## config.mk

```make
export PLATFORM = sky130hd
export DESIGN_NAME = battery_charge_test_supervisor
export DESIGN_NICKNAME = d
export VERILOG_FILES = /design/src/hw/rtl/bcts_pkg.sv /design/src/hw/rtl/bcts_cfg_regs.sv /design/src/hw/rtl/bcts_step.sv /design/src/hw/rtl/battery_charge_test_supervisor.sv
export SDC_FILE = /design/constraint.sdc
export NUM_CORES = 1
export LEC_CHECK = 0
export BUFFER_PORTS_ARGS = -buffer_cell sky130_fd_sc_hd__buf_2
export CAP_MARGIN = 20
export CORE_MARGIN = 2
export CORE_UTILIZATION = 30
export CTS_BUF_LIST = sky130_fd_sc_hd__clkbuf_4
export DETAILED_ROUTE_END_ITERATION = 8
export SLEW_MARGIN = 20
export SYNTH_ARGS = -nofsm -noshare
export SYNTH_HDL_FRONTEND = slang
export SYNTH_SLANG_ARGS = --single-unit
```

## constraint.sdc

```tcl
create_clock -name clk -period 4.8 [get_ports clk]
set_clock_uncertainty 0.15 [all_clocks]
set_input_delay 0.96 -clock clk [delete_from_list [all_inputs] [get_ports clk]]
set_output_delay 0.96 -clock clk [all_outputs]
set_load 0.01 [all_outputs]
```

## src/hw/rtl/bcts_pkg.sv

```systemverilog
`default_nettype none

package bcts_pkg;

    localparam int CFG_INDEX_W = 3;
    localparam int CFG_DATA_W  = 16;

    localparam logic [CFG_INDEX_W-1:0] CFG_LINE_PRESENT_MV      = 3'd0;
    localparam logic [CFG_INDEX_W-1:0] CFG_ON_PHASE_TICKS       = 3'd1;
    localparam logic [CFG_INDEX_W-1:0] CFG_OFF_PHASE_TICKS      = 3'd2;
    localparam logic [CFG_INDEX_W-1:0] CFG_CHARGING_CLEAR_TICKS = 3'd3;
    localparam logic [CFG_INDEX_W-1:0] CFG_FAULT_SET_MV         = 3'd4;
    localparam logic [CFG_INDEX_W-1:0] CFG_FAULT_CLEAR_MV       = 3'd5;

    localparam logic [15:0] RST_LINE_PRESENT_MV      = 16'd18000;
    localparam logic [15:0] RST_ON_PHASE_TICKS       = 16'd30000;
    localparam logic [15:0] RST_OFF_PHASE_TICKS      = 16'd5000;
    localparam logic [15:0] RST_CHARGING_CLEAR_TICKS = 16'd2000;
    localparam logic [15:0] RST_FAULT_SET_MV         = 16'd8000;
    localparam logic [15:0] RST_FAULT_CLEAR_MV       = 16'd10000;

    localparam logic [1:0] MODE_HOLD = 2'd0;
    localparam logic [1:0] MODE_ON   = 2'd1;
    localparam logic [1:0] MODE_OFF  = 2'd2;

    localparam logic [15:0] CNT_MAX = 16'hFFFF;

    typedef struct packed {
        logic [15:0] line_present_mv;
        logic [15:0] on_phase_ticks;
        logic [15:0] off_phase_ticks;
        logic [15:0] charging_clear_ticks;
        logic [15:0] fault_set_mv;
        logic [15:0] fault_clear_mv;
    } cfg_t;

    typedef struct packed {
        logic [15:0] line_mv;
        logic [15:0] battery_mv;
        logic        charger_charging;
    } tick_t;

    typedef struct packed {
        logic       charger_enable;
        logic       battery_fault;
        logic [1:0] phase;
        logic       sample_taken;
    } result_t;

    function automatic logic [15:0] sat_inc(input logic [15:0] v);
        sat_inc = (v == CNT_MAX) ? v : v + 16'd1;
    endfunction

endpackage

`default_nettype wire

```

## src/hw/rtl/bcts_cfg_regs.sv

```systemverilog
`default_nettype none

module bcts_cfg_regs (
    input  wire logic                             clk,
    input  wire logic                             rst_n,
    input  wire logic                             cfg_write_en,
    input  wire logic [bcts_pkg::CFG_INDEX_W-1:0] cfg_index,
    input  wire logic [bcts_pkg::CFG_DATA_W-1:0]  cfg_data,
    output bcts_pkg::cfg_t                        cfg
);
    import bcts_pkg::*;

    cfg_t cfg_reg;

    always_ff @(posedge clk or negedge rst_n)
    begin
        if (!rst_n)
        begin
            cfg_reg.line_present_mv      <= RST_LINE_PRESENT_MV;
            cfg_reg.on_phase_ticks       <= RST_ON_PHASE_TICKS;
            cfg_reg.off_phase_ticks      <= RST_OFF_PHASE_TICKS;
            cfg_reg.charging_clear_ticks <= RST_CHARGING_CLEAR_TICKS;
            cfg_reg.fault_set_mv         <= RST_FAULT_SET_MV;
            cfg_reg.fault_clear_mv       <= RST_FAULT_CLEAR_MV;
        end
        else if (cfg_write_en)
        begin
            unique case (cfg_index)
                CFG_LINE_PRESENT_MV:      cfg_reg.line_present_mv      <= cfg_data;
                CFG_ON_PHASE_TICKS:       cfg_reg.on_phase_ticks       <= cfg_data;
                CFG_OFF_PHASE_TICKS:      cfg_reg.off_phase_ticks      <= cfg_data;
                CFG_CHARGING_CLEAR_TICKS: cfg_reg.charging_clear_ticks <= cfg_data;
                CFG_FAULT_SET_MV:         cfg_reg.fault_set_mv         <= cfg_data;
                CFG_FAULT_CLEAR_MV:       cfg_reg.fault_clear_mv       <= cfg_data;
                default:                  ;
            endcase
        end
    end

    assign cfg = cfg_reg;

endmodule

`default_nettype wire

```

## src/hw/rtl/bcts_step.sv

```systemverilog
`default_nettype none

module bcts_step (
    input  wire logic             clk,
    input  wire logic             rst_n,
    input  wire logic             step,
    input  wire bcts_pkg::tick_t  tick,
    input  wire bcts_pkg::cfg_t   cfg,
    output bcts_pkg::result_t     result
);
    import bcts_pkg::*;

    logic [1:0]  mode_reg;
    logic [1:0]  mode_next;
    logic [15:0] phase_elapsed_reg;
    logic [15:0] phase_elapsed_next;
    logic [15:0] hold_elapsed_reg;
    logic [15:0] hold_elapsed_next;
    logic        hold_running_reg;
    logic        hold_running_next;
    logic        fault_reg;
    logic        fault_next;
    logic        line_ok;
    logic        enable;
    logic        sampled;

    always_comb
    begin
        line_ok            = tick.line_mv >= cfg.line_present_mv;
        mode_next          = mode_reg;
        phase_elapsed_next = sat_inc(phase_elapsed_reg);
        hold_elapsed_next  = hold_elapsed_reg;
        hold_running_next  = hold_running_reg;
        fault_next         = fault_reg;
        enable             = 1'b0;
        sampled            = 1'b0;

        if (mode_reg != MODE_OFF && line_ok && tick.charger_charging)
        begin
            // charging in hold
            enable = 1'b1;
            if (!hold_running_reg)
            begin
                hold_running_next = 1'b1;
                hold_elapsed_next = 16'd0;
            end
            else
            begin
                hold_elapsed_next = sat_inc(hold_elapsed_reg);
            end
            if (hold_elapsed_next >= cfg.charging_clear_ticks)
            begin
                fault_next = 1'b0;
            end
            if (mode_reg != MODE_HOLD)
            begin
                mode_next          = MODE_HOLD;
                phase_elapsed_next = 16'd0;
            end
        end
        else
        begin
            hold_running_next = 1'b0;
            hold_elapsed_next = 16'd0;
            if (mode_reg == MODE_HOLD)
            begin
                mode_next          = MODE_ON;
                phase_elapsed_next = 16'd0;
            end
            if (mode_next == MODE_OFF)
            begin
                // end of off phase: battery sample
                if (phase_elapsed_next >= cfg.off_phase_ticks)
                begin
                    if (tick.battery_mv < cfg.fault_set_mv)
                    begin
                        fault_next = 1'b1;
                    end
                    else if (tick.battery_mv > cfg.fault_clear_mv)
                    begin
                        fault_next = 1'b0;
                    end
                    sampled            = 1'b1;
                    mode_next          = MODE_ON;
                    phase_elapsed_next = 16'd0;
                end
            end
            else
            begin
                enable = 1'b1;
                if (phase_elapsed_next >= cfg.on_phase_ticks)
                begin
                    mode_next          = MODE_OFF;
                    phase_elapsed_next = 16'd0;
                end
            end
        end

        result.charger_enable = enable;
        result.battery_fault  = fault_next;
        result.phase          = mode_next;
        result.sample_taken   = sampled;
    end

    always_ff @(posedge clk or negedge rst_n)
    begin
        if (!rst_n)
        begin
            mode_reg          <= MODE_HOLD;
            phase_elapsed_reg <= 16'd0;
            hold_elapsed_reg  <= 16'd0;
            hold_running_reg  <= 1'b0;
            fault_reg         <= 1'b0;
        end
        else if (step)
        begin
            mode_reg          <= mode_next;
            phase_elapsed_reg <= phase_elapsed_next;
            hold_elapsed_reg  <= hold_elapsed_next;
            hold_running_reg  <= hold_running_next;
            fault_reg         <= fault_next;
        end
    end

endmodule

`default_nettype wire

```

## src/hw/rtl/battery_charge_test_supervisor.sv

```systemverilog
// a tick passes the tick register, then the result register, before its result is offered
// throughput: one tick per cycle while results are taken, set by the single state update done per cycle
// a stalled result does not block a new tick until the tick register is also full
// reset (rst_n low, asynchronous): hold mode, counters and fault cleared,
// registers back to their defaults, both stages empty
`default_nettype none

module battery_charge_test_supervisor (
    input  wire logic                             clk,
    input  wire logic                             rst_n,
    input  wire logic                             cfg_write_en,
    input  wire logic [bcts_pkg::CFG_INDEX_W-1:0] cfg_index,
    input  wire logic [bcts_pkg::CFG_DATA_W-1:0]  cfg_data,
    input  wire logic                             item_valid,
    output logic                                  item_ready,
    input  wire logic [15:0]                      line_mv,
    input  wire logic [15:0]                      battery_mv,
    input  wire logic                             charger_charging,
    output logic                                  result_valid,
    input  wire logic                             result_ready,
    output logic                                  charger_enable,
    output logic                                  battery_fault,
    output logic [1:0]                            phase,
    output logic                                  sample_taken
);
    import bcts_pkg::*;

    cfg_t    cfg;
    tick_t   tick_reg;
    logic    tick_valid_reg;
    result_t step_result;
    result_t result_reg;
    logic    result_valid_reg;
    logic    advance;
    logic    step;

    assign advance    = !result_valid_reg || result_ready;
    assign step       = tick_valid_reg && advance;
    assign item_ready = !tick_valid_reg || advance;

    bcts_cfg_regs u_cfg_regs (
        .clk          (clk),
        .rst_n        (rst_n),
        .cfg_write_en (cfg_write_en),
        .cfg_index    (cfg_index),
        .cfg_data     (cfg_data),
        .cfg          (cfg)
    );

    bcts_step u_step (
        .clk    (clk),
        .rst_n  (rst_n),
        .step   (step),
        .tick   (tick_reg),
        .cfg    (cfg),
        .result (step_result)
    );

    always_ff @(posedge clk or negedge rst_n)
    begin
        if (!rst_n)
        begin
            tick_valid_reg   <= 1'b0;
            result_valid_reg <= 1'b0;
        end
        else
        begin
            if (item_ready)
            begin
                tick_valid_reg <= item_valid;
            end
            if (advance)
            begin
                result_valid_reg <= tick_valid_reg;
            end
        end
    end

    always_ff @(posedge clk)
    begin
        if (item_valid && item_ready)
        begin
            tick_reg.line_mv          <= line_mv;
            tick_reg.battery_mv       <= battery_mv;
            tick_reg.charger_charging <= charger_charging;
        end
        if (step)
        begin
            result_reg <= step_result;
        end
    end

    assign result_valid   = result_valid_reg;
    assign charger_enable = result_reg.charger_enable;
    assign battery_fault  = result_reg.battery_fault;
    assign phase          = result_reg.phase;
    assign sample_taken   = result_reg.sample_taken;

endmodule

`default_nettype wire

```

Word-level counts from Yosys, hierarchy flattened. Index checks and enable logic that the tools add are counted.

Input port bits: 57. Bits in registers: 172. Output and inout port bits: 7.

Add/sub/neg operators: 2. Reduce and logical (&&, ||, !) cells: 18. Multiplexer cells: 28. Equality and inequality tests: 9. Bitwise logic cells: 1. $lt $le $gt $ge: 6.

Operators with widths (number): 16-bit two-way mux (12); 16-bit >= comparator (4); 16-bit by 1-bit adder with 16-bit output (second input constant) (2); 16-bit equality test (second input constant) (2); 16-bit > comparator (1); 16-bit < comparator (1); 2-bit two-way mux (7); 2-bit AND reduction (6); 1-bit two-way mux (9); 3-bit by 2-bit equality test with 1-bit output (second input constant) (2); 3-bit equality test (second input constant) (2); 1-bit logical AND (4); 3-bit by 1-bit equality test with 1-bit output (second input constant) (1); 3-bit zero test (1); 2-bit equality test (second input constant) (1); 1-bit zero test (2); 2-bit zero test (1); 1-bit logical OR (2); 2-bit != test (second input constant) (1); 2-bit nonzero test (1); 2-bit OR reduction (1); 1-bit NOT (1).

Longest topological paths before layout.
Depth in word-level cells: 8. Gate-level depth with buffers: 18.

By module. From an unflattened synthesis, not the netlist that was laid out.

Cell total of the unflattened synthesis: 882. Area total of the unflattened synthesis: 9796.9 µm².

Modules (own cells, without submodules): bcts_step (times used 1, area an instance 4830.9 µm², cells an instance 628); bcts_cfg_regs (times used 1, area an instance 3721.1 µm², cells an instance 208); battery_charge_test_supervisor (times used 1, area an instance 1244.9 µm², cells an instance 46).

Least setup slack after synthesis. No wires, ideal clock.

Path kind: reg2reg. From: register u_step.phase_elapsed_reg[0]. To: register u_step.phase_elapsed_reg[10]. Path buffers: 1. Cell stages (with the launch flop): 18. Arrival: 3.938 ns. Setup time: 0.073 ns. Setup slack: 0.639 ns. Data required time: 4.577 ns. Cell sequence: dfrtp_1 -> ha_1 -> nand3_2 -> nor4_1 -> nor2_1 -> nand2_1 -> xor2_1 -> nor2_1 -> ha_1 -> and3_1 -> a221o_1 -> a21o_2 -> a21oi_1 -> o21ai_2 -> mux2_4 -> o22a_4 -> buf_12 -> a21oi_2.

Longest elaborated chain between the ends: 8. Elaborated cells between the ends (all ways): 12.

RTL lines: start: declaration (RTL line bcts_step.sv:15) `logic [15:0] phase_elapsed_reg;`; start signal: assignment (RTL line bcts_step.sv:118) `phase_elapsed_reg <= phase_elapsed_next;`; 16-bit by 1-bit adder with 16-bit output / 16-bit equality test (equally long branches) (RTL line bcts_pkg.sv:51) `sat_inc = (v == CNT_MAX) ? v : v + 16'd1;`; 16-bit two-way mux (*) (RTL line bcts_pkg.sv:51); 16-bit two-way mux (RTL line bcts_step.sv:65) `if (mode_reg == MODE_HOLD)`; 16-bit two-way mux (RTL line bcts_step.sv:38) `if (mode_reg != MODE_OFF && line_ok && tick.charger_charging)`; 16-bit >= comparator (on tied branches) (RTL line bcts_step.sv:91, bcts_step.sv:73); 16-bit two-way mux (on tied branches) (RTL line bcts_step.sv:91, bcts_step.sv:73); 16-bit two-way mux (RTL line bcts_step.sv:70) `if (mode_next == MODE_OFF)`; 16-bit two-way mux (*) (RTL line bcts_step.sv:38).

Every way passes the cells marked *; elsewhere a longest branch is shown, timed or not. The select of a mux whose other input is x is not followed. A chain may end at the register's enable or synchronous reset.

Worst setup path in the final report.
From: register u_step.phase_elapsed_reg[0]. To: register u_step.phase_elapsed_reg[15].

The elaborated chain is that of the path after synthesis.

==> flow_metrics.py <==
metrics = {
    "placed_design": {
        "globalplace.congestion": 0.820,
        "dp.final_hpwl_mm": 16.0,
        "portBuffers": 63,
        "pre_cts_slack_ns": 0.297,
    },
    "worst_setup_path": {
        "worstSetupEndpointType": "flip-flop",
        "cp_cell_sequence": "ha_1 > nand3_2 > or4_2 > a21oi_1 > ha_1 > a21o_1 > a21o_1 > a21oi_1 > o311a_1 > o21ai_2 > mux2_4 > o22a_4 > o31ai_1",
        "required_ns": 5.15,
        "path_buf_inv": 0,
        "crit_family": "compound AO/OA/AOI/OAI gates",
        "worstPathMaxFanout": 16,
        "crit_start": "u_step.phase_elapsed_reg[0]",
        "critPathMaxStageDelay_ns": 0.81,
        "r2r-end": "u_step.phase_elapsed_reg[15]",
        "r2r_start": "u_step.phase_elapsed_reg[0]",
        "path_depth": 13,
        "worst-setup-path-type": "reg2reg",
        "ff2ff_setup_slack_ns": 0.41,
        "rr_worst_depth": 13,
        "setup.worst_path.start_class": "flip-flop",
        "slowest_stage": "or4_2",
        "critPathArrivalTime_ns": 4.74,
        "cp-endpoint": "u_step.phase_elapsed_reg[15]",
    },
    "synthesis": {
        "synth_edf_count": 38,
        "synth_fp_nets": 1083,
        "synth_ff_type": "dfrtp_1",
        "yosysWarnings": 0,
        "ys_async_sr_fraction": 0.779,
        "netlist_area_um2": 9650,
        "synth_top_family_by_area": "compound AO/OA/AOI/OAI gates",
        "synthMuxAreaShare": 0.0513,
        "ys_seq_elements": 172,
        "ys_seq_area_frac": 0.470,
        "synth_compound_area_frac": 0.148,
        "synthXorXnorAreaFrac": 0.0263,
        "synth_cells": 933,
        "avgSynthCellArea_um2": 10.3,
        "synth_cell_types": 69,
        "synthSimpleGateAreaFrac": 0.124,
        "synth_fa_ha_area_frac": 0.121,
    },
    "drt": {
        "initialDrtViolationCount": 339,
        "vias": 6896,
        "ant_nets": 0,
        "wl_mm": 21.9,
        "vias_per_cell": 4.89,
        "wire_per_inst_um": 15.5,
        "drtPass1Iterations": 5,
        "drc": 0,
    },
    "timing": {
        "maxSlewViolCount": 0,
        "finalSetupViolCount": 0,
        "hold_viol": 0,
        "hold_slack_ns": 0.213,
        "worst_slack_ns": 0.408,
        "post-route-period-util": 0.915,
        "worst_slew_pin_slew_ns": 0.990,
        "rsz0062_at_grt": "no",
        "slew_headroom": 0.337,
        "fmax_mhz": 228,
        "min_period_ns": 4.39,
        "fin_tns_setup_ns": 0,
    },
    "status": {
        "status": "complete, no violations",
    },
    "die": {
        "die-width_um": 183,
        "ioPinCount": 64,
        "die_area_um2": 33600,
        "initial_core_util": 0.305,
        "core_area_um2": 31600,
        "rows": 65,
        "die_y_um": 183,
    },
    "global_route": {
        "grt_max_degree": 70,
        "antenna_found_initial": 1,
        "gr-total-overflow": 0,
        "grt_pass1_wl_mm": 35.9,
        "track_usage": 0.136,
        "first_global_vias": 6684,
    },
    "pwr": {
        "power.density_nw_per_um2": 351,
        "leakagePower_nw": 4.78,
        "ir_drop_mv": 0.166,
    },
    "clock_network": {
        "cts.clk_slew.worst_paths_ns": 0.16,
        "cts_hold_buf": 0,
        "clk_latency_ns": 0.58,
        "numCtsBuffers": 17,
        "postCtsResizedCells": 0,
        "clockBufferDepth": 2,
        "cts_root_buffer": "clkbuf_4",
        "h-tree-depth": 4,
        "clock_sinks": 172,
        "post_cts_buffers": 0,
        "cts_tree": "done",
    },
    "finish": {
        "largest_reg_flops": 96,
        "nets": 1143,
        "final_common_cell": "inv_1",
        "final_cell_mix": "inv_1 (103), dfrtp_1 (100), nand2_1 (96)",
        "drive_above_1_share": 0.211,
        "area_growth_pct": 10.7,
    },
    "job": {
        "drv_cap": 0,
    },
    "worst_hold_path": {
        "min_path_type": "in2async",
    },
}
-- cell type report --
cell class,count,area [um2]
Antenna cell,1,2.50
Clock buffer,17,128
Clock inverter,15,159
Fill cell,3169,21000
Inverter,103,387
Multi-Input combinational cell,625,4560
Sequential cell,172,4540
Tap cell,402,503
Timing Repair Buffer,74,404
-- through the flow --
stage                     area, um2  std cells  power [mW]  utilization
after floorplan                9650        933        2.63            -
after global placement        10400       1376        2.88        0.328
after detailed placement      10400       1376        2.91        0.328
after CTS                     10700       1408        3.79        0.337
after global routing          10700       1409        4.03        0.338
final                         10700       1409        3.75        0.338
-- per-layer routing --
layer	vias to the layer above	wire [um]	track usage
met2	123	9710	0.210
met4	0	312	0.0355
li1	3415	-	-
met1	3335	11200	0.199
met3	23	690	0.0207
met5	-	0	0
-- synth_stat cells (all sizes together) (4+ instances only) --
master | count | share of area
inv | 103 | 0.040
dfrtp | 100 | 0.26
nand2 | 96 | 0.037
ha | 93 | 0.12
o21ai | 80 | 0.042
nor2 | 48 | 0.019
a21oi | 46 | 0.027
mux2 | 41 | 0.048
edfxtp | 38 | 0.12
dfstp | 34 | 0.093
clkbuf | 27 | 0.015
nand3 | 24 | 0.014
a21o | 23 | 0.018
nand4 | 23 | 0.016
xnor2 | 16 | 0.015
xor2 | 13 | 0.012
a32o | 10 | 0.010
nand2b | 10 | 0.0065
nor3 | 10 | 0.0052
a211oi | 9 | 0.0070
o31ai | 7 | 0.0074
a31oi | 6 | 0.0039
buf | 6 | 0.0060
nor4 | 6 | 0.0039
o211ai | 6 | 0.0047
and2 | 5 | 0.0032
nor2b | 5 | 0.0032
nor3b | 4 | 0.0031
or4 | 4 | 0.0034
-- power breakdown --
group,internal [mW],switching (mW),total [mW]
clock,0.320,0.555,0.875
sequential,1.76,0.129,1.89
combinational,0.413,0.578,0.991
total,2.49,1.26,3.75
-- logic make-up after synthesis --
family,count (synthesis)
buffers and inverters,136
multiplexers,44
AO/OA/AOI/OAI,213
XOR/XNOR,29
AND/OR/NAND/NOR,246
flip-flops,172
adder cells (fa/ha/maj),93
-- how the worst min path moves through the flow --
stage	from	end	slack [ns]	cells after the start
floorplan	tick_valid_reg	result_valid	0.31	1
global placement	tick_valid_reg	result_valid	0.32	1
detailed placement	tick_valid_reg	result_valid	0.33	1
CTS	rst_n	u_step.phase_elapsed_reg[13]	0.23	1
global route	rst_n	u_step.phase_elapsed_reg[11]	0.25	1
finish	rst_n	u_step.phase_elapsed_reg[13]	0.21	1
Power figures use the tool's default switching activity.
